--- src/rtl/bal_pkg.sv ---
// Shared types, codes and channel helpers for the BLE advertising controller.
// Used by bal_cfg, bal_step and the top level; depends on nothing.
package bal_pkg;

    typedef enum logic [2:0] {
        SS_IDLE = 3'd0,
        SS_TX   = 3'd1,
        SS_RX   = 3'd2,
        SS_TXSR = 3'd3,
        SS_RXTO = 3'd4
    } sub_state_t;

    typedef enum logic [2:0] {
        ACT_NONE    = 3'd0,
        ACT_TXADV   = 3'd1,
        ACT_RX      = 3'd2,
        ACT_SCANRSP = 3'd3,
        ACT_OFF     = 3'd4,
        ACT_CONN    = 3'd5,
        ACT_ROUND   = 3'd6,
        ACT_ERR     = 3'd7
    } action_t;

    typedef enum logic [2:0] {
        REQ_START    = 3'd0,
        REQ_RESET    = 3'd1,
        REQ_DONE     = 3'd2,
        REQ_RX_TO    = 3'd3,
        REQ_INTERVAL = 3'd4
    } req_t;

    typedef enum logic [1:0] {
        CFG_CHAN_EN  = 2'd0,
        CFG_OWN_ADDR = 2'd1,
        CFG_OWN_TYPE = 2'd2,
        CFG_INTERVAL = 2'd3
    } cfg_idx_t;

    localparam logic [3:0]  PDU_SCAN_REQ   = 4'd3;
    localparam logic [3:0]  PDU_CONN_REQ   = 4'd5;
    localparam logic [5:0]  CH_NONE        = 6'd0;
    localparam logic [5:0]  CH_37          = 6'd37;
    localparam logic [5:0]  CH_38          = 6'd38;
    localparam logic [5:0]  CH_39          = 6'd39;
    localparam logic [15:0] INTERVAL_RESET = 16'hFFFF;
    localparam logic [25:0] US_PER_MS      = 26'd1000;
    localparam int          CFG_DATA_W     = 48;

    typedef struct packed {
        logic [2:0]  chan_en;
        logic [47:0] own_addr;
        logic        own_type;
        logic [15:0] interval_ms;
    } cfg_t;

    typedef struct packed {
        logic [2:0]  req_type;
        logic [3:0]  rx_pdu_type;
        logic        rx_target_type;
        logic        rx_sender_type;
        logic [47:0] rx_target_address;
        logic        rx_crc_good;
    } req_beat_t;

    typedef struct packed {
        logic [2:0]  action;
        logic [5:0]  channel;
        logic        rx_timer_start;
        logic        rx_timer_stop;
        logic        interval_timer_load;
        logic        interval_timer_stop;
        logic [25:0] interval_us;
        logic        peer_type;
        logic [2:0]  sub_state;
    } rsp_beat_t;

    // First enabled channel of a round, CH_NONE if none is enabled.
    function automatic logic [5:0] first_chan(input logic [2:0] en);
        logic [5:0] ch;
        ch = CH_NONE;
        if (en[0]) ch = CH_37;
        else if (en[1]) ch = CH_38;
        else if (en[2]) ch = CH_39;
        return ch;
    endfunction

    // Next enabled channel after cur, CH_NONE when the round is over.
    function automatic logic [5:0] next_chan(input logic [5:0] cur, input logic [2:0] en);
        logic [5:0] ch;
        ch = CH_NONE;
        if (cur == CH_37) begin
            if (en[1]) ch = CH_38;
            else if (en[2]) ch = CH_39;
        end
        else if (cur == CH_38) begin
            if (en[2]) ch = CH_39;
        end
        return ch;
    endfunction

endpackage

--- src/rtl/bal_if.sv ---
// Valid/ready channel interfaces for event beats and result beats.
// Depends on nothing.
interface bal_req_if;
    logic        valid;
    logic        ready;
    logic [2:0]  req_type;
    logic [3:0]  rx_pdu_type;
    logic        rx_target_type;
    logic        rx_sender_type;
    logic [47:0] rx_target_address;
    logic        rx_crc_good;

    modport source (output valid, req_type, rx_pdu_type, rx_target_type, rx_sender_type,
                    rx_target_address, rx_crc_good, input ready);
    modport sink (input valid, req_type, rx_pdu_type, rx_target_type, rx_sender_type,
                  rx_target_address, rx_crc_good, output ready);
endinterface

interface bal_rsp_if;
    logic        valid;
    logic        ready;
    logic [2:0]  action;
    logic [5:0]  channel;
    logic        rx_timer_start;
    logic        rx_timer_stop;
    logic        interval_timer_load;
    logic        interval_timer_stop;
    logic [25:0] interval_us;
    logic        peer_type;
    logic [2:0]  sub_state;

    modport source (output valid, action, channel, rx_timer_start, rx_timer_stop,
                    interval_timer_load, interval_timer_stop, interval_us, peer_type,
                    sub_state, input ready);
    modport sink (input valid, action, channel, rx_timer_start, rx_timer_stop,
                  interval_timer_load, interval_timer_stop, interval_us, peer_type,
                  sub_state, output ready);
endinterface

--- src/rtl/bal_cfg.sv ---
// Configuration register file of the advertising controller.
// Depends on bal_pkg.
module bal_cfg (
    input  logic                           clk,
    input  logic                           rst_n,
    input  logic                           cfg_we,
    input  logic [1:0]                     cfg_index,
    input  logic [bal_pkg::CFG_DATA_W-1:0] cfg_wdata,
    output bal_pkg::cfg_t                  cfg
);
    import bal_pkg::*;

    cfg_t cfg_reg;
    cfg_t cfg_next;

    always_comb
    begin
        cfg_next = cfg_reg;
        if (cfg_we)
        begin
            unique case (cfg_idx_t'(cfg_index))
                CFG_CHAN_EN:  cfg_next.chan_en     = cfg_wdata[2:0];
                CFG_OWN_ADDR: cfg_next.own_addr    = cfg_wdata[47:0];
                CFG_OWN_TYPE: cfg_next.own_type    = cfg_wdata[0];
                CFG_INTERVAL: cfg_next.interval_ms = cfg_wdata[15:0];
                default:      cfg_next = cfg_reg;
            endcase
        end
    end

    always_ff @(posedge clk or negedge rst_n)
    begin
        if (!rst_n)
        begin
            cfg_reg.chan_en     <= 3'd0;
            cfg_reg.own_addr    <= 48'd0;
            cfg_reg.own_type    <= 1'b0;
            cfg_reg.interval_ms <= INTERVAL_RESET;
        end
        else
        begin
            cfg_reg <= cfg_next;
        end
    end

    assign cfg = cfg_reg;
endmodule

--- src/rtl/bal_step.sv ---
// Event decision logic: next sub-state, next channel and the result beat
// for one registered event. Depends on bal_pkg.
module bal_step (
    input  bal_pkg::cfg_t      cfg,
    input  bal_pkg::req_beat_t beat,
    input  bal_pkg::sub_state_t state,
    input  logic [5:0]         cur_chan,
    output bal_pkg::sub_state_t state_next,
    output logic [5:0]         chan_next,
    output bal_pkg::rsp_beat_t rsp
);
    import bal_pkg::*;

    logic [5:0]  first_ch;
    logic [5:0]  next_ch;
    logic        match;
    logic        scan_hit;
    logic        conn_hit;
    logic [25:0] interval_us;

    assign first_ch    = first_chan(cfg.chan_en);
    assign next_ch     = next_chan(cur_chan, cfg.chan_en);
    assign match       = (beat.rx_target_type == cfg.own_type)
                         && (beat.rx_target_address == cfg.own_addr);
    assign scan_hit    = match && (beat.rx_pdu_type == PDU_SCAN_REQ);
    assign conn_hit    = match && (beat.rx_pdu_type == PDU_CONN_REQ) && beat.rx_crc_good;
    assign interval_us = 26'(cfg.interval_ms) * US_PER_MS;

    // Next state and channel.
    always_comb
    begin
        state_next = state;
        chan_next  = cur_chan;
        unique case (req_t'(beat.req_type))
            REQ_START:
            begin
                if (first_ch != CH_NONE)
                begin
                    state_next = SS_TX;
                    chan_next  = first_ch;
                end
            end
            REQ_RESET: state_next = SS_IDLE;
            REQ_DONE:
            begin
                unique case (state)
                    SS_TX: state_next = SS_RX;
                    SS_RX:
                    begin
                        if (scan_hit) state_next = SS_TXSR;
                        else if (conn_hit) state_next = SS_IDLE;
                        else if (next_ch != CH_NONE)
                        begin
                            state_next = SS_TX;
                            chan_next  = next_ch;
                        end
                        else state_next = SS_IDLE;
                    end
                    SS_TXSR, SS_RXTO:
                    begin
                        if (next_ch != CH_NONE)
                        begin
                            state_next = SS_TX;
                            chan_next  = next_ch;
                        end
                        else state_next = SS_IDLE;
                    end
                    default: state_next = state;
                endcase
            end
            REQ_RX_TO: state_next = SS_RXTO;
            REQ_INTERVAL:
            begin
                if (first_ch != CH_NONE)
                begin
                    state_next = SS_TX;
                    chan_next  = first_ch;
                end
                else state_next = SS_IDLE;
            end
            default: state_next = state;
        endcase
    end

    // Result beat; sub_state reports the state after the event.
    always_comb
    begin
        rsp           = '0;
        rsp.sub_state = state_next;
        unique case (req_t'(beat.req_type))
            REQ_START:
            begin
                if (first_ch == CH_NONE) rsp.action = ACT_ERR;
                else
                begin
                    rsp.action              = ACT_TXADV;
                    rsp.channel             = first_ch;
                    rsp.interval_timer_load = 1'b1;
                    rsp.interval_us         = interval_us;
                end
            end
            REQ_RESET: rsp.interval_timer_stop = 1'b1;
            REQ_DONE:
            begin
                unique case (state)
                    SS_TX:
                    begin
                        rsp.action         = ACT_RX;
                        rsp.channel        = cur_chan;
                        rsp.rx_timer_start = 1'b1;
                    end
                    SS_RX:
                    begin
                        rsp.rx_timer_stop = 1'b1;
                        if (scan_hit)
                        begin
                            rsp.action  = ACT_SCANRSP;
                            rsp.channel = cur_chan;
                        end
                        else if (conn_hit)
                        begin
                            rsp.action              = ACT_CONN;
                            rsp.channel             = cur_chan;
                            rsp.interval_timer_stop = 1'b1;
                            rsp.peer_type           = beat.rx_sender_type;
                        end
                        else
                        begin
                            rsp.action  = (next_ch != CH_NONE) ? ACT_TXADV : ACT_ROUND;
                            rsp.channel = next_ch;
                        end
                    end
                    SS_TXSR, SS_RXTO:
                    begin
                        rsp.action  = (next_ch != CH_NONE) ? ACT_TXADV : ACT_ROUND;
                        rsp.channel = next_ch;
                    end
                    default: rsp.action = ACT_NONE;
                endcase
            end
            REQ_RX_TO: rsp.action = ACT_OFF;
            REQ_INTERVAL:
            begin
                rsp.action              = (first_ch != CH_NONE) ? ACT_TXADV : ACT_ROUND;
                rsp.channel             = first_ch;
                rsp.interval_timer_load = 1'b1;
                rsp.interval_us         = interval_us;
            end
            default: rsp.action = ACT_NONE;
        endcase
    end
endmodule

--- src/rtl/ble_advertising_link_fsm.sv ---
// BLE advertiser link-layer controller, top level.
// An accepted event beat goes into the input register, and its result beat into
// the result register. One event per cycle is taken; the input register
// advances whenever the result register is empty or being taken.
// Reset clears the configuration to its defaults, the sub-state to idle and the
// current channel to zero; both registers stages come up empty.
module ble_advertising_link_fsm (
    input  logic                           clk,
    input  logic                           rst_n,
    input  logic                           cfg_we,
    input  logic [1:0]                     cfg_index,
    input  logic [bal_pkg::CFG_DATA_W-1:0] cfg_wdata,
    bal_req_if.sink                        req,
    bal_rsp_if.source                      rsp
);
    import bal_pkg::*;

    cfg_t       cfg;
    req_beat_t  in_beat;
    req_beat_t  beat_reg;
    logic       beat_valid_reg;
    rsp_beat_t  rsp_reg;
    rsp_beat_t  rsp_next;
    logic       rsp_valid_reg;
    sub_state_t state_reg;
    sub_state_t state_next;
    logic [5:0] chan_reg;
    logic [5:0] chan_next;
    logic       advance;

    bal_cfg u_cfg (
        .clk       (clk),
        .rst_n     (rst_n),
        .cfg_we    (cfg_we),
        .cfg_index (cfg_index),
        .cfg_wdata (cfg_wdata),
        .cfg       (cfg)
    );

    bal_step u_step (
        .cfg        (cfg),
        .beat       (beat_reg),
        .state      (state_reg),
        .cur_chan   (chan_reg),
        .state_next (state_next),
        .chan_next  (chan_next),
        .rsp        (rsp_next)
    );

    assign in_beat.req_type          = req.req_type;
    assign in_beat.rx_pdu_type       = req.rx_pdu_type;
    assign in_beat.rx_target_type    = req.rx_target_type;
    assign in_beat.rx_sender_type    = req.rx_sender_type;
    assign in_beat.rx_target_address = req.rx_target_address;
    assign in_beat.rx_crc_good       = req.rx_crc_good;

    // The registered event is decided and moved into the result register
    // whenever that register is empty or its beat is being taken.
    assign advance   = beat_valid_reg && (!rsp_valid_reg || rsp.ready);
    assign req.ready = !beat_valid_reg || advance;

    always_ff @(posedge clk or negedge rst_n)
    begin
        if (!rst_n)
        begin
            beat_valid_reg <= 1'b0;
            rsp_valid_reg  <= 1'b0;
            state_reg      <= SS_IDLE;
            chan_reg       <= CH_NONE;
        end
        else
        begin
            if (req.ready) beat_valid_reg <= req.valid;
            if (advance)
            begin
                rsp_valid_reg <= 1'b1;
                state_reg     <= state_next;
                chan_reg      <= chan_next;
            end
            else if (rsp.ready)
            begin
                rsp_valid_reg <= 1'b0;
            end
        end
    end

    always_ff @(posedge clk)
    begin
        if (req.valid && req.ready) beat_reg <= in_beat;
        if (advance) rsp_reg <= rsp_next;
    end

    assign rsp.valid               = rsp_valid_reg;
    assign rsp.action              = rsp_reg.action;
    assign rsp.channel             = rsp_reg.channel;
    assign rsp.rx_timer_start      = rsp_reg.rx_timer_start;
    assign rsp.rx_timer_stop       = rsp_reg.rx_timer_stop;
    assign rsp.interval_timer_load = rsp_reg.interval_timer_load;
    assign rsp.interval_timer_stop = rsp_reg.interval_timer_stop;
    assign rsp.interval_us         = rsp_reg.interval_us;
    assign rsp.peer_type           = rsp_reg.peer_type;
    assign rsp.sub_state           = rsp_reg.sub_state;
endmodule

--- src/flat_wrapper.sv ---
// flat-port wrapper written by rule: the top's interface ports become plain ports
module ble_advertising_link_fsm_flat import bal_pkg::*;
  (clk, rst_n, cfg_we, cfg_index, cfg_wdata, req_valid, req_req_type, req_rx_pdu_type, req_rx_target_type, req_rx_sender_type, req_rx_target_address, req_rx_crc_good, req_ready, rsp_valid, rsp_action, rsp_channel, rsp_rx_timer_start, rsp_rx_timer_stop, rsp_interval_timer_load, rsp_interval_timer_stop, rsp_interval_us, rsp_peer_type, rsp_sub_state, rsp_ready);
  bal_req_if req_i ();
  bal_rsp_if rsp_i ();
  input  logic clk;
  input  logic rst_n;
  input  logic cfg_we;
  input  logic [1:0] cfg_index;
  input  logic [bal_pkg::CFG_DATA_W-1:0] cfg_wdata;
  input wire logic [$bits(req_i.valid)-1:0] req_valid;
  input wire logic [$bits(req_i.req_type)-1:0] req_req_type;
  input wire logic [$bits(req_i.rx_pdu_type)-1:0] req_rx_pdu_type;
  input wire logic [$bits(req_i.rx_target_type)-1:0] req_rx_target_type;
  input wire logic [$bits(req_i.rx_sender_type)-1:0] req_rx_sender_type;
  input wire logic [$bits(req_i.rx_target_address)-1:0] req_rx_target_address;
  input wire logic [$bits(req_i.rx_crc_good)-1:0] req_rx_crc_good;
  output wire logic [$bits(req_i.ready)-1:0] req_ready;
  output wire logic [$bits(rsp_i.valid)-1:0] rsp_valid;
  output wire logic [$bits(rsp_i.action)-1:0] rsp_action;
  output wire logic [$bits(rsp_i.channel)-1:0] rsp_channel;
  output wire logic [$bits(rsp_i.rx_timer_start)-1:0] rsp_rx_timer_start;
  output wire logic [$bits(rsp_i.rx_timer_stop)-1:0] rsp_rx_timer_stop;
  output wire logic [$bits(rsp_i.interval_timer_load)-1:0] rsp_interval_timer_load;
  output wire logic [$bits(rsp_i.interval_timer_stop)-1:0] rsp_interval_timer_stop;
  output wire logic [$bits(rsp_i.interval_us)-1:0] rsp_interval_us;
  output wire logic [$bits(rsp_i.peer_type)-1:0] rsp_peer_type;
  output wire logic [$bits(rsp_i.sub_state)-1:0] rsp_sub_state;
  input wire logic [$bits(rsp_i.ready)-1:0] rsp_ready;
  assign req_i.valid = req_valid;
  assign req_i.req_type = req_req_type;
  assign req_i.rx_pdu_type = req_rx_pdu_type;
  assign req_i.rx_target_type = req_rx_target_type;
  assign req_i.rx_sender_type = req_rx_sender_type;
  assign req_i.rx_target_address = req_rx_target_address;
  assign req_i.rx_crc_good = req_rx_crc_good;
  assign req_ready = req_i.ready;
  assign rsp_valid = rsp_i.valid;
  assign rsp_action = rsp_i.action;
  assign rsp_channel = rsp_i.channel;
  assign rsp_rx_timer_start = rsp_i.rx_timer_start;
  assign rsp_rx_timer_stop = rsp_i.rx_timer_stop;
  assign rsp_interval_timer_load = rsp_i.interval_timer_load;
  assign rsp_interval_timer_stop = rsp_i.interval_timer_stop;
  assign rsp_interval_us = rsp_i.interval_us;
  assign rsp_peer_type = rsp_i.peer_type;
  assign rsp_sub_state = rsp_i.sub_state;
  assign rsp_i.ready = rsp_ready;
  ble_advertising_link_fsm u_core (.clk(clk), .rst_n(rst_n), .cfg_we(cfg_we), .cfg_index(cfg_index), .cfg_wdata(cfg_wdata), .req(req_i), .rsp(rsp_i));
endmodule
--- config.mk ---
export PLATFORM = sky130hd
export DESIGN_NAME = ble_advertising_link_fsm_flat
export DESIGN_NICKNAME = d
export VERILOG_FILES = /design/src/rtl/bal_pkg.sv /design/src/rtl/bal_if.sv /design/src/rtl/bal_cfg.sv /design/src/rtl/bal_step.sv /design/src/rtl/ble_advertising_link_fsm.sv /design/src/flat_wrapper.sv
export SDC_FILE = /design/constraint.sdc
export NUM_CORES = 1
export LEC_CHECK = 0
export ABC_AREA = 0
export BUFFER_PORTS_ARGS = -buffer_cell sky130_fd_sc_hd__buf_2
export CORE_MARGIN = 1
export CORE_UTILIZATION = 28
export DETAILED_ROUTE_END_ITERATION = 10
export PLACE_DENSITY_LB_ADDON = 0.3
export SETUP_SLACK_MARGIN = 0.05
export SLEW_MARGIN = 30
export SYNTH_ARGS = -nofsm -noshare
export SYNTH_HDL_FRONTEND = slang
export SYNTH_SLANG_ARGS = --single-unit
--- constraint.sdc ---
create_clock -name clk -period 6.3 [get_ports clk]
set_input_delay 1.26 -clock clk [delete_from_list [all_inputs] [get_ports clk]]
set_output_delay 1.26 -clock clk [all_outputs]
set_load 0.01 [all_outputs]
# [Word-level counts from Yosys, hierarchy flattened]
# Index checks and enable logic that the tools add are counted.
[totals] reg_bits=180 word_cells=113 inputBits=113
[op_classes] n_reduce_logical=25 mul=1 bitwise_logic=3 eq_ne=21 n_mux=40
[op_table] operator="two-way mux 6 bit" n=10
[op_table] operator="case mux 26 bit (2 select lines)" n=1
[op_table] operator="equality test 48 bit" n=1
[op_table] operator="case mux 6 bit (3 select lines)" n=2
[op_table] operator="two-way mux 26 bit" n=1
[op_table] operator="case mux 6 bit (2 select lines)" n=2
[op_table] operator="multiplier 16 x 7 -> 23 bit (second input constant)" n=1
[op_table] operator="two-way mux 9 bit" n=2
[op_table] operator="case mux 3 bit (3 select lines)" n=2
[op_table] operator="case mux 3 bit (5 select lines)" n=1
[op_table] operator="equality test 3 x 2 -> 1 bit (second input constant)" n=4
[op_table] operator="equality test 6 bit (second input constant)" n=2
[op_table] operator="two-way mux 3 bit" n=4
[op_table] operator="case mux 3 bit (4 select lines)" n=1
[op_table] operator="nonzero test 6 bit" n=2
[op_table] operator="two-way mux 1 bit" n=11
[op_table] operator="AND reduction 2 bit" n=4
[op_table] operator="equality test 3 x 1 -> 1 bit (second input constant)" n=2
[op_table] operator="equality test 3 bit (second input constant)" n=2
[op_table] operator="logical AND 1 bit" n=6
[op_table] operator="logical NOT 6 bit" n=1
[op_table] operator="!= test 3 bit (second input constant)" n=2
[op_table] operator="AND reduction 6 bit" n=1
[op_table] operator="equality test 2 bit (second input constant)" n=2
[op_table] operator="16 further kinds" n=23

# [Logic depth before layout (Yosys ltp)]
# Gate-level depths: netlist of the first run.
[depth] depth_word=9 ltp_mapped=15

# [Hierarchy]
# Synthesis of the first run repeated with hierarchy kept, for this count alone.
[hier_totals] cells_unflattened=769 area_unflattened_um2=10079.7
[modules_own_cells] mod="bal_step" cells_each=495 instances=1 area_each_um2=3951.3 seq_area_each_um2=0.0
[modules_own_cells] mod="ble_advertising_link_fsm" cells_each=128 instances=1 area_each_um2=3465.8 seq_area_each_um2=3308.2
[modules_own_cells] mod="bal_cfg" cells_each=146 instances=1 area_each_um2=2662.6 seq_area_each_um2=1721.7

# [Worst setup path after synthesis of the first run]
# OpenSTA, ideal clock, no wires.
[synth_path] path_kind="register -> register" from="register u_core.u_cfg.cfg_reg, in the netlist u_core.u_cfg.cfg[5]" to="register u_core.rsp_reg, in the netlist u_core.rsp.interval_us[22], data pin" path_stages_with_launch=15 n_path_buf=0 slack_ns=1.701 arrival_ns=4.334 setup_ns=0.265 synth_period_minus_slack_ns=4.599 path_cell_list="dfstp_2 > inv_1 > fa_1 > fa_1 > fa_1 > fa_1 > inv_1 > ha_1 > and3_1 > and3_1 > a21oi_2 > a211oi_2 > o21ai_1 > a2111oi_2 > or3_1"
[synth_lines] element="start, declared" line_no="bal_cfg.sv:13" rtl="cfg_t cfg_reg;"
[synth_lines] element="start signal, assigned" line_no="bal_cfg.sv:42" rtl="cfg_reg <= cfg_next;"
[synth_lines] element="end signal, assigned" line_no="ble_advertising_link_fsm.sv:90" rtl="if (advance) rsp_reg <= rsp_next;"
[synth_lines] element="end, declared" line_no="ble_advertising_link_fsm.sv:22" rtl="rsp_beat_t rsp_reg;"

==> run metrics, run 1 <==
DR top layer=met4; largest net degree at the start of global routing=59; Least-Margin Pin Slew=0.862 ns; total track usage=0.133; Initial DRC Count=roughly 300; leakage=about 5 nW; DIE HEIGHT=between 150 and 200 um; TritonCTS clock tree=yes; via-per-instance ratio=around 4.5; share of the yosys chip area belonging to registers=0.482; CTS root buf=clkbuf_16; cells after synthesis=around 810; CP endpoint kind=register; Post-CTS Setup Repair Bufs=0; peak supply drop=between 0.0004 and 0.0005 V; status=finished clean; multi-input logic area=0.00467 mm2; Max Cap Viol=0; ANT cells=0; fillcell total=approximately 3,500; Seq cells post-synth=171; # port buffers=152; final estimated routing congestion in global placement=~0.86; cell count after placement=~1,400; Num CTS Buffers=17; initial antenna violation count=0; Slew Limit Fails=0; per-cell routed wire length=around 16 um; RSZ-0062 raised after global routing=false; Final WS setup=1.42 ns; M1 wire length=11,100 um; Worst setup SP type=register; post-CTS resize count=0; # hold bufs at CTS=0; worst relative slew slack=0.423; Fmax=205 MHz; worst hold path class=register to register; overall power=between 7 and 8 mW; Met2 Wirelength=roughly 10,000 um; commonest non-fill, non-tap cell in the layout=buf_2; share of cells above drive strength 1=0.293; drt pass-1 iters=4; worst skew pair latency=between 0.4 and 0.5 ns; hpwl dp=17,700 um; FF+latch area=~0.0048 mm2; number of synthesized flops with an enable pin=95; Clock Skew=0.0252 ns; Hold Vio Cnt, Final=0; vias in the first global route=6,609; max FFs per register=68; clock buffer depth=2; io pins=~160; commonest non-fill, non-tap cells in the layout=151 x buf_2, 96 x inv_1, 95 x edfxtp_1; Die ar.=about 0.036 mm2; crit path max fanout=6; Crit path arrival time=just over 5 ns; first-pass GRT wire length=approximately 37,000 um; H-tree depth=4; Layout Cells excl Fill=1,432; Synth Flop Type=edfxtp_1; Synth Area per Inst=roughly 12 um2; CTS sink cnt=171; Routed WL=~23,000 um; Final Net Count=about 1,200; row count=68; post-route clock period utilization=0.775; cell area after placement=between 0.01 and 0.015 mm2; Final setup viols=0; Yosys cell types=64; Final Instance Area=roughly 0.012 mm2; type of the worst setup path=register to register; Detail Route met3 WL=1170 um; Async S/R FF share, synth=0.444; Post-DRT Antenna Nets=0; Chip Width=between 150 and 200 um; min Tclk post-route=4.88 ns; DRC Markers=0; grt ovf=0; YS warnings=0; Sum Neg Setup Slack=0 ns; Worst Path Required=6.49 ns; mapped cell area=between 0.009 and 0.01 mm2; Core Area=between 0.03 and 0.04 mm2; Clk pin slew, worst setup/hold paths=0.08 ns; PD cells=approximately 630 mW/mm2; initial core utilization=0.285; routed via count=6,397; Area Growth Syn to Fin=18.6%; pre-CTS setup slack=1.41 ns
[synthesized netlist by cell type (10+ instances only)]
cell / number / area [um2]
nor2_1: 40 / 150
clkbuf_1: 10 / 37.5
nor3_1: 17 / 85.1
fa_1: 54 / 1080
nand4_1: 24 / 150
nand2b_1: 13 / 81.3
xnor2_1: 51 / 447
dfstp_2: 16 / 420
nand3_1: 10 / 50.1
inv_1: 96 / 360
ha_1: 52 / 651
mux2_2: 69 / 777
o21ai_0: 20 / 100
a21oi_1: 31 / 155
edfxtp_1: 95 / 2850
nand2_1: 33 / 124
dfrtp_1: 60 / 1500
[through the flow]
stage	util	hold WS (ns)
after floorplan	-	0.457
after global placement	0.322	0.473
after detailed placement	0.322	0.473
after CTS	0.339	0.494
after global routing	0.339	0.531
final	0.339	0.490
[worst max-delay path, cell delays in order, from the launching register on]
cell and delay, ns:
dfstp_2 0.56, inv_1 0.15, fa_1 0.51, fa_1 0.53
fa_1 0.52, fa_1 0.54, inv_1 0.04, ha_1 0.37
a21oi_1 0.18, o21ai_0 0.14, nor3_1 0.28, a211oi_2 0.15
o21ai_1 0.24, a2111oi_2 0.10, or3_1 0.34
[report_power, final]
group / switching [mW] / internal (mW)
combinational: 2.72 / 2.06
clock: 0.501 / 0.567
sequential: 0.128 / 1.45
[worst paths after layout]
check / startpoint / end / slack, ns / cells after the start
setup / recovery: u_core.u_cfg.cfg[7]$_DFFE_PN1P_ / u_core.rsp.interval_us[22]$_DFFE_PP_ / 1.42 / 14
hold / removal: u_core.beat_valid_reg$_DFFE_PN0N_ / u_core.rsp.valid$_DFFE_PN0P_ / 0.49 / 1
setup reg to reg: u_core.u_cfg.cfg[7]$_DFFE_PN1P_ / u_core.rsp.interval_us[22]$_DFFE_PP_ / 1.42 / 14
hold reg to reg: u_core.beat_valid_reg$_DFFE_PN0N_ / u_core.rsp.valid$_DFFE_PN0P_ / 0.49 / 1
max in group asynchronous: rst_n / u_core.u_cfg.cfg[28]$_DFFE_PN0P_ / 4.54 / 2
min in group asynchronous: rst_n / u_core.u_cfg.cfg[56]$_DFFE_PN0P_ / 0.78 / 1
[metal layers]
metal	vias to the layer above	track usage
met2	167	0.201
met1	3103	0.188
met4	0	0.0409
met5	-	0
met3	12	0.0286
li1	3115	-
[cell type report]
class	count	share of cell area
Clock buffer	19	0.0377
Clock inverter	13	0.0113
Inverter	96	0.0307
Multi-Input combinational cell	521	0.398
Sequential cell	171	0.406
Tap cell	455	0.0484
Timing Repair Buffer	157	0.0681
[cells by family after synthesis]
group / after synthesis / share of synthesized area
AND/OR/NAND/NOR: 181 / 0.0955
flip-flops: 171 / 0.482
buffers and inverters: 118 / 0.0480
adder cells (fa/ha/maj): 106 / 0.175
AO/OA/AOI/OAI: 100 / 0.0672
multiplexers: 72 / 0.0820
XOR/XNOR: 57 / 0.0504
other: 1 / 0.000378
Power figures use the tool's default switching activity.
==> inputs of run 2 (changes only) <==
ABC_AREA = 1   (was 0)
clock period = 4.6 ns   (was 6.3 ns; I/O delays follow)
==> run 2 against run 1 <==
Count of clock-buffer cells in the layout decreased by 1. Critical path type unchanged. Setup slack got worse by 1.3 ns. Routed wire length decreased by 3.7%. Register-to-register slack got worse by 1.3 ns. Clock skew decreased by 0.013 ns. Synthesized cell count increased by 24%. Die area increased by 0.20%. Final area increased by 4.0%. Largest power group unchanged. Final cell count increased by 15%.
==> run metrics, run 2 <==
status=finished clean; max FFs per register=68 (unchanged); WHS Path Cells=2 (+1); most instantiated cells after synthesis=196 x nand2_1, 170 x inv_1, 95 x edfxtp_1, 85 x nor2_1, 60 x dfrtp_1; adder-cell share of the synthesized area=0.174 (-0.000352); Yosys top cell by area=edfxtp_1; CTS sink cnt=171 (unchanged); grt ovf=0 (unchanged); Synth Area in Simple Gates=0.139 (+0.0434); mapped cell area=0.00993 mm2 (+0.20%); worst relative slew slack=0.447 (+0.0233); CP max stage delay=0.57 ns (about the same); share of cells above drive strength 1=0.264 (-0.0287); type of the worst setup path=register to register; Clock Skew=0.0124 ns (-0.0128 ns); slowest library cell on the worst path=dfstp_2; cell family with most CP delay=adder cells; Yosys cell types=45 (-30%); CP Cell Sequence=clkinvlp_4 > buf_4 > fa_1 > fa_2 > fa_1 > fa_1 > inv_1 > ha_4 > a21oi_2 > o211ai_1 > a31oi_1 > o21ai_2 > buf_4 > o21ai_1 > a21oi_1; reg2reg end=u_core.rsp.interval_us[17]$_DFFE_PP_; Die ar.=0.0362 mm2 (+0.20%); Hold Vio Cnt, Final=0 (unchanged); via-per-instance ratio=4.19 (-6.2%); cells after synthesis=999 (+24%); crit path max fanout=5 (-1); worst hold path class=register to register; first-pass GRT wire length=35,100 um (-4.8%); total track usage=0.126 (-0.00676); Final setup viols=0 (unchanged); DIE HEIGHT=190 um (about the same); number of synthesized flops with an enable pin=95 (unchanged); Async S/R FF share, synth=0.444 (unchanged); post-synthesis compound-gate area fraction=0.0818 (+0.0146); Post-DRT Antenna Nets=0 (unchanged); peak supply drop=0.000532 V (+23%); Core Area=0.0347 mm2 (unchanged); DRC Markers=0 (unchanged); ranking of synthesized cells by area=edfxtp_1 29%, dfrtp_1 15%, fa_1 11%, nand2_1 7.4%, ha_1 6.6%; share of the yosys chip area belonging to registers=0.481 (-0.000972); Worst Path Buf+Inv=4 (+2); Synth Flop Type=edfxtp_1; fillcell total=3,522 (-0.057%); R2R Setup Slk=0.16 ns (-1.25 ns); Slew Limit Fails=0 (unchanged); FF+latch area=0.00477 mm2 (unchanged); drt pass-1 iters=4 (unchanged); Initial DRC Count=311 (+3.3%); Worst Path Required=4.79 ns (-1.70 ns); vias in the first global route=6,824 (+3.3%); worst skew pair latency=0.45 ns (about the same); multi-input logic area=0.00460 mm2 (-1.5%); routed via count=6,927 (+8.3%); leakage=5.67 nW (+14%); Final Net Count=1,403 (+19%); largest family of logic cells by synthesized area=adder cells; clock buffer depth=2 (unchanged); Fmax=225 MHz (+10%); Worst setup SP type=register; Seq cells post-synth=171 (unchanged); YS warnings=0 (unchanged); Num CTS Buffers=17 (unchanged); overall power=9.25 mW (+25%); Crit path arrival time=4.63 ns (-0.44 ns); CTS root buf=clkbuf_16; initial core utilization=0.286 (+0.000577); hold wc startpoint=u_core.u_cfg.cfg[22]$_DFFE_PN0P_; largest net degree at the start of global routing=77 (+31%); Synth Area per Inst=9.94 um2 (-19%); Worst Reg2Reg Path Length in Cells=15 (+1); Chip Width=190 um (about the same); XOR/XNOR share of the synthesized area=0.0229 (-0.0274); post-route clock period utilization=0.964 (+0.189); most common cell in the netlist=nand2_1; share of the synthesized area in the top cell type=0.287 (-0.000581); final estimated routing congestion in global placement=0.837 (-3.0%); Clk pin slew, worst setup/hold paths=0.07 ns (about the same); min Tclk post-route=4.44 ns (-0.446 ns); CP endpoint kind=register; H-tree depth=4 (unchanged); # port buffers=152 (unchanged); WHS Endpoint=u_core.u_cfg.cfg[22]$_DFFE_PN0P_; hpwl dp=16,700 um (-5.2%); Routed WL=22,100 um (-3.7%); PD cells=756 mW/mm2 (+20%); Max Cap Viol=0 (unchanged); mux cell area share after synthesis=0.0227 (-0.0593); Least-Margin Pin Slew=0.830 ns (-0.0325 ns); per-cell routed wire length=13.4 um (-17%); Sum Neg Setup Slack=0 ns (unchanged); cell mode on critical path=fa_1; initial antenna violation count=5 (+5); commonest non-fill, non-tap cell in the layout=nand2_1; Reg2Reg Launch Point=u_core.u_cfg.cfg[5]$_DFFE_PN1P_; TritonCTS clock tree=yes; commonest non-fill, non-tap cells in the layout=190 x nand2_1, 164 x inv_1, 151 x buf_2; RSZ-0062 raised after global routing=false; Area Growth Syn to Fin=23.2%; io pins=158 (unchanged); row count=68 (unchanged)
run 2: how the worst max path moves through the flow:
stage,endpoint,start,cells past startpoint
after floorplan,u_core.rsp.interval_us[22]$_DFFE_PP_,u_core.u_cfg.cfg[4]$_DFFE_PN1P_,16
after global placement,u_core.rsp.interval_us[22]$_DFFE_PP_,u_core.u_cfg.cfg[6]$_DFFE_PN1P_,16
after detailed placement,u_core.rsp.interval_us[22]$_DFFE_PP_,u_core.u_cfg.cfg[5]$_DFFE_PN1P_,16
after CTS,u_core.rsp.interval_us[21]$_DFFE_PP_,u_core.u_cfg.cfg[6]$_DFFE_PN1P_,16
after global routing,u_core.rsp.interval_us[17]$_DFFE_PP_,u_core.u_cfg.cfg[5]$_DFFE_PN1P_,17
final,u_core.rsp.interval_us[17]$_DFFE_PP_,u_core.u_cfg.cfg[5]$_DFFE_PN1P_,15
run 2: cells by family after synthesis:
kind of cell | after synthesis
XOR/XNOR | 26
AO/OA/AOI/OAI | 145
buffers and inverters | 200
multiplexers | 20
flip-flops | 171
other | 1
AND/OR/NAND/NOR | 330
adder cells (fa/ha/maj) | 106
run 2: layout make-up:
cell class | instances | area share
timing repair buffer | 180 | 0.0806
sequential | 171 | 0.390
multi-input combinational | 632 | 0.377
antenna | 1 | 0.000205
clock buffer | 18 | 0.0359
inverter | 182 | 0.0568
tap | 455 | 0.0466
clock inverter | 14 | 0.0130
run 2: routing by layer:
layer	track usage	part of all wire	routed length, um
met3	0.0377	0.053	1170
met1	0.166	0.48	10600
met2	0.198	0.45	10000
met5	0	0.0021	46
met4	0.0388	0.012	264
run 2: worst register-to-register path: stages, from the launching register on:
cell	delay, ns
dfstp_2	0.57
clkinvlp_4	0.12
buf_4	0.16
fa_1	0.46
fa_2	0.54
fa_1	0.44
fa_1	0.54
inv_1	0.06
ha_4	0.25
a21oi_2	0.20
o211ai_1	0.15
a31oi_1	0.27
o21ai_2	0.13
buf_4	0.15
o21ai_1	0.10
a21oi_1	0.05
run 2: what timing repair did:
item	4_1_cts	5_1_grt
hold buffers	0	0
buffers inserted	0	16
resized for setup	2	44
pin swaps	0	33
endpoints found under the setup margin	1	10
run 2: where the power goes:
group          internal (mW)  total (mW)  switching (mW)
combinational           2.33        5.65            3.32
sequential              1.96        2.11           0.152
clock                  0.826        1.48           0.657
total                   5.12        9.25            4.13
run 2: through the flow:
| step | instance area (um2) | hold WS, ns | utilization | instances | setup WS [ns] |
|---|---|---|---|---|---|
| 5_1_grt | 12200 | 0.527 | 0.352 | 1653 | 0.0445 |
| 4_1_cts | 11900 | 0.514 | 0.343 | 1635 | 0.0504 |
| 3_5_place_dp | 11300 | 0.496 | 0.325 | 1603 | 0.0307 |
| 3_3_place_gp | 11300 | 0.488 | 0.325 | 1603 | 0.115 |
| 2_1_floorplan | 9940 | 0.473 | - | 1003 | 0.300 |
| 6_report | 12200 | 0.510 | 0.352 | 1653 | 0.164 |
==> inputs of run 3 (changes only) <==
SYNTH_HIERARCHICAL = 1   (was default)
==> run 3 against run 2 <==
Clock power fell by 7%. Sequential power grew 6%. Combinational power is 15% lower. Routed wire length grew 22%. Die area grew 8.5%. Critical path type unchanged. Critical endpoint is now u_core/rsp.interval_us[21]$_DFFE_PP_. Largest cell class unchanged. Largest power group unchanged. Highest routed layer unchanged.
==> run metrics, run 3 <==
status=finished clean; most instantiated cells after synthesis=314 x nand2_1, 153 x inv_1, 101 x edfxtp_1, 76 x nor2_1, 69 x nand4_1; Routed WL=26,900 um (+22%); Worst Path Required=4.81 ns (+0.02 ns); mux cell area share after synthesis=0 (-0.0227); largest family of logic cells by synthesized area=simple AND/OR/NAND/NOR gates; PD cells=665 mW/mm2 (-12%); initial antenna violation count=8 (+3); Flop pwr share=0.266 (+0.038); worst skew pair latency=0.45 ns (about the same); RSZ-0062 raised after global routing=true; worst hold path class=input pin to asynchronous set/reset pin; Post-DRT Antenna Nets=0 (unchanged); design internal power=4.52 mW (-12%); Least-Margin Pin Slew=0.797 ns (-0.0334 ns); routed via count=8,099 (+17%); clock share of power=0.164 (+0.004); vias in the first global route=8,047 (+18%); Sum Neg Setup Slack=0 ns (unchanged); worst relative slew slack=0.467 (+0.0203); post-synthesis compound-gate area fraction=0.0560 (-0.0258); via-per-instance ratio=4.42 (+5.5%); Final Net Count=1,523 (+8.6%); total track usage=0.142 (+0.0160); reg2reg end=u_core/rsp.interval_us[21]$_DFFE_PP_; final estimated routing congestion in global placement=0.861 (+2.9%); CP Launch Point=u_core/u_cfg/cfg[1]$_DFFE_PN1P_; per-cell routed wire length=14.7 um (+9.8%); largest net degree at the start of global routing=71 (-7.8%); drt pass-1 iters=5 (+1); H-tree depth=4 (unchanged); io pins=158 (unchanged); Max Cap Viol=0 (unchanged); # hold bufs at CTS=0 (unchanged); max FFs per register=68 (unchanged); clock buffer depth=2 (unchanged); DIE HEIGHT=198 um (+4.2%); CP endpoint kind=register; Crit path arrival time=4.58 ns (-0.05 ns); number of synthesized flops with an enable pin=101 (+6.3%); most common cell in the netlist=nand2_1; ranking of synthesized cells by area=edfxtp_1 28%, dfrtp_1 15%, nand2_1 11%, fa_1 10%, ha_1 6.0%; share of the yosys chip area belonging to registers=0.466 (-0.0146); min Tclk post-route=4.37 ns (-0.0670 ns); Worst Reg2Reg Path Length in Cells=15 (unchanged); TritonCTS clock tree=yes; sw frac=0.463 (+0.0169); Fmax=229 MHz (+1.5%); Async S/R FF share, synth=0.439 (-0.00556); YS warnings=6 (+6); peak supply drop=0.000537 V (+0.88%); Synth Area per Inst=9.34 um2 (-6.0%); Yosys top cell by area=edfxtp_1; Final Instance Area=0.0127 mm2 (+3.6%); Synth Flop Type=edfxtp_1; Hold Vio Cnt, Final=0 (unchanged); NetSw=3.91 mW (-5.5%); Area Growth Syn to Fin=17.5%; R2R Setup Slk=0.23 ns (+0.07 ns); post-route clock period utilization=0.950 (-0.0146); Num CTS Buffers=17 (unchanged); leakage=6.00 nW (+5.9%); cell area after placement=0.0121 mm2 (+6.9%); grt ovf=0 (unchanged); row count=71 (+4.4%); Initial DRC Count=395 (+27%); worst setup path end=u_core/rsp.interval_us[21]$_DFFE_PP_; CTS sink cnt=180 (+5.3%); CTS root buf=clkbuf_16; adder-cell share of the synthesized area=0.161 (-0.0139); type of the worst setup path=register to register; Chip Width=198 um (+4.2%); share of the synthesized area in the top cell type=0.281 (-0.00613); first-pass GRT wire length=42,800 um (+22%); share of cells above drive strength 1=0.208 (-0.0559); commonest non-fill, non-tap cells in the layout=314 x nand2_1, 156 x buf_2, 151 x inv_1; post-layout util=0.336 (-0.0167); DRC Markers=0 (unchanged); Worst setup SP type=register; mapped cell area=0.0108 mm2 (+8.6%); Comb pwr share=0.570 (-0.041); Slew Limit Fails=0 (unchanged); crit path max fanout=5 (unchanged); Die ar.=0.0393 mm2 (+8.5%); commonest non-fill, non-tap cell in the layout=nand2_1; Clk pin slew, worst setup/hold paths=0.07 ns (about the same); XOR/XNOR share of the synthesized area=0.0211 (-0.00182); hpwl dp=19,700 um (+18%); Final setup viols=0 (unchanged); Synth Area in Simple Gates=0.215 (+0.0764); Seq cells post-synth=180 (+5.3%); Yosys cell types=45 (unchanged); initial core utilization=0.286 (-0.000341); cells after synthesis=1,155 (+16%); Reg2Reg Launch Point=u_core/u_cfg/cfg[1]$_DFFE_PN1P_; # port buffers=157 (+3.3%); Clock Skew=0.0106 ns (-0.00183 ns); Core Area=0.0378 mm2 (+8.8%)
run 3: changes by cell type after synthesis, sizes merged, moves of 4 or more:
cell	change
nor2	-7
nand2	+124
o21a	-4
inv	-11
edfxtp	+6
buf	+19
mux2	-20
o21ai	-30
nand3	+15
nand4	+63
run 3: how the worst min path moves through the flow:
stage,depth (start not counted),end,slack (ns),startpoint
after floorplan,2,u_core/u_cfg/cfg[53]$_DFFE_PN0P_,0.46,u_core/u_cfg/cfg[53]$_DFFE_PN0P_
final,1,u_core/u_cfg/cfg[53]$_DFFE_PN0P_,0.49,rst_n
after detailed placement,2,u_core/u_cfg/cfg[57]$_DFFE_PN0P_,0.48,u_core/u_cfg/cfg[57]$_DFFE_PN0P_
after global placement,2,u_core/u_cfg/cfg[50]$_DFFE_PN0P_,0.47,u_core/u_cfg/cfg[50]$_DFFE_PN0P_
after CTS,2,u_core/u_cfg/cfg[10]$_DFFE_PN1P_,0.49,u_core/u_cfg/cfg[10]$_DFFE_PN1P_
after global routing,2,u_core/u_cfg/cfg[11]$_DFFE_PN1P_,0.51,u_core/u_cfg/cfg[11]$_DFFE_PN1P_
run 3: cell type report:
class | count | area, um2
Antenna cell | 4 | 10.0
Clock buffer | 19 | 433
Clock inverter | 13 | 100
Fill cell | 3920 | 25100
Inverter | 173 | 651
Multi-Input combinational cell | 765 | 4940
Sequential cell | 180 | 5030
Tap cell | 511 | 639
Timing Repair Buffer | 167 | 863
run 3: logic make-up after synthesis:
group	count (synthesis)
adders and majority gates	106
other	1
AOI/OAI and AO/OA	105
xor gates and xnor gates	26
and+or+nand+nor	525
DFF	180
buffers and inverters	212
run 3: metal layers:
layer / vias to the layer above / track usage / share of wire
li1: 4059 / - / -
met1: 3799 / 0.192 / 0.48
met2: 198 / 0.222 / 0.45
met3: 31 / 0.0373 / 0.056
met4: 12 / 0.0425 / 0.012
met5: - / 0 / 0.0026
run 3: worst max-delay path: stages, from the launching register on:
cell     delay, ns
dfstp_2       0.59
inv_1         0.10
fa_1          0.57
fa_1          0.44
fa_1          0.49
fa_1          0.51
inv_1         0.04
ha_1          0.34
a21oi_1       0.24
o21ai_2       0.09
a21oi_2       0.16
o21ai_2       0.09
a21oi_2       0.22
o21ai_2       0.08
nor2_1        0.11
nor2_1        0.05
run 3: power groups by stage:
stage,logic [mW],clock network (mW),registers (mW)
floorplan,3.42,0,2.29
global placement,4.49,0,2.27
detailed placement,4.49,0,2.28
CTS,4.58,1.44,2.25
global route,5.50,1.49,2.28
finish,4.81,1.38,2.24
run 3: through the flow:
stage | instances | hold WS (ns) | total power, mW | setup slack [ns]
2_1_floorplan | 1157 | 0.461 | 5.70 | 0.395
3_3_place_gp | 1793 | 0.475 | 6.76 | 0.165
3_5_place_dp | 1793 | 0.480 | 6.76 | 0.123
4_1_cts | 1826 | 0.494 | 8.27 | 0.0987
5_1_grt | 1828 | 0.511 | 9.26 | 0.0215
6_report | 1832 | 0.490 | 8.43 | 0.231
run 3: what timing repair did:
item                                    CTS  global route
gates resized for setup                   0            12
endpoints found under the setup margin    1             7
pin swaps                                 0             2
buffers inserted                          1             2
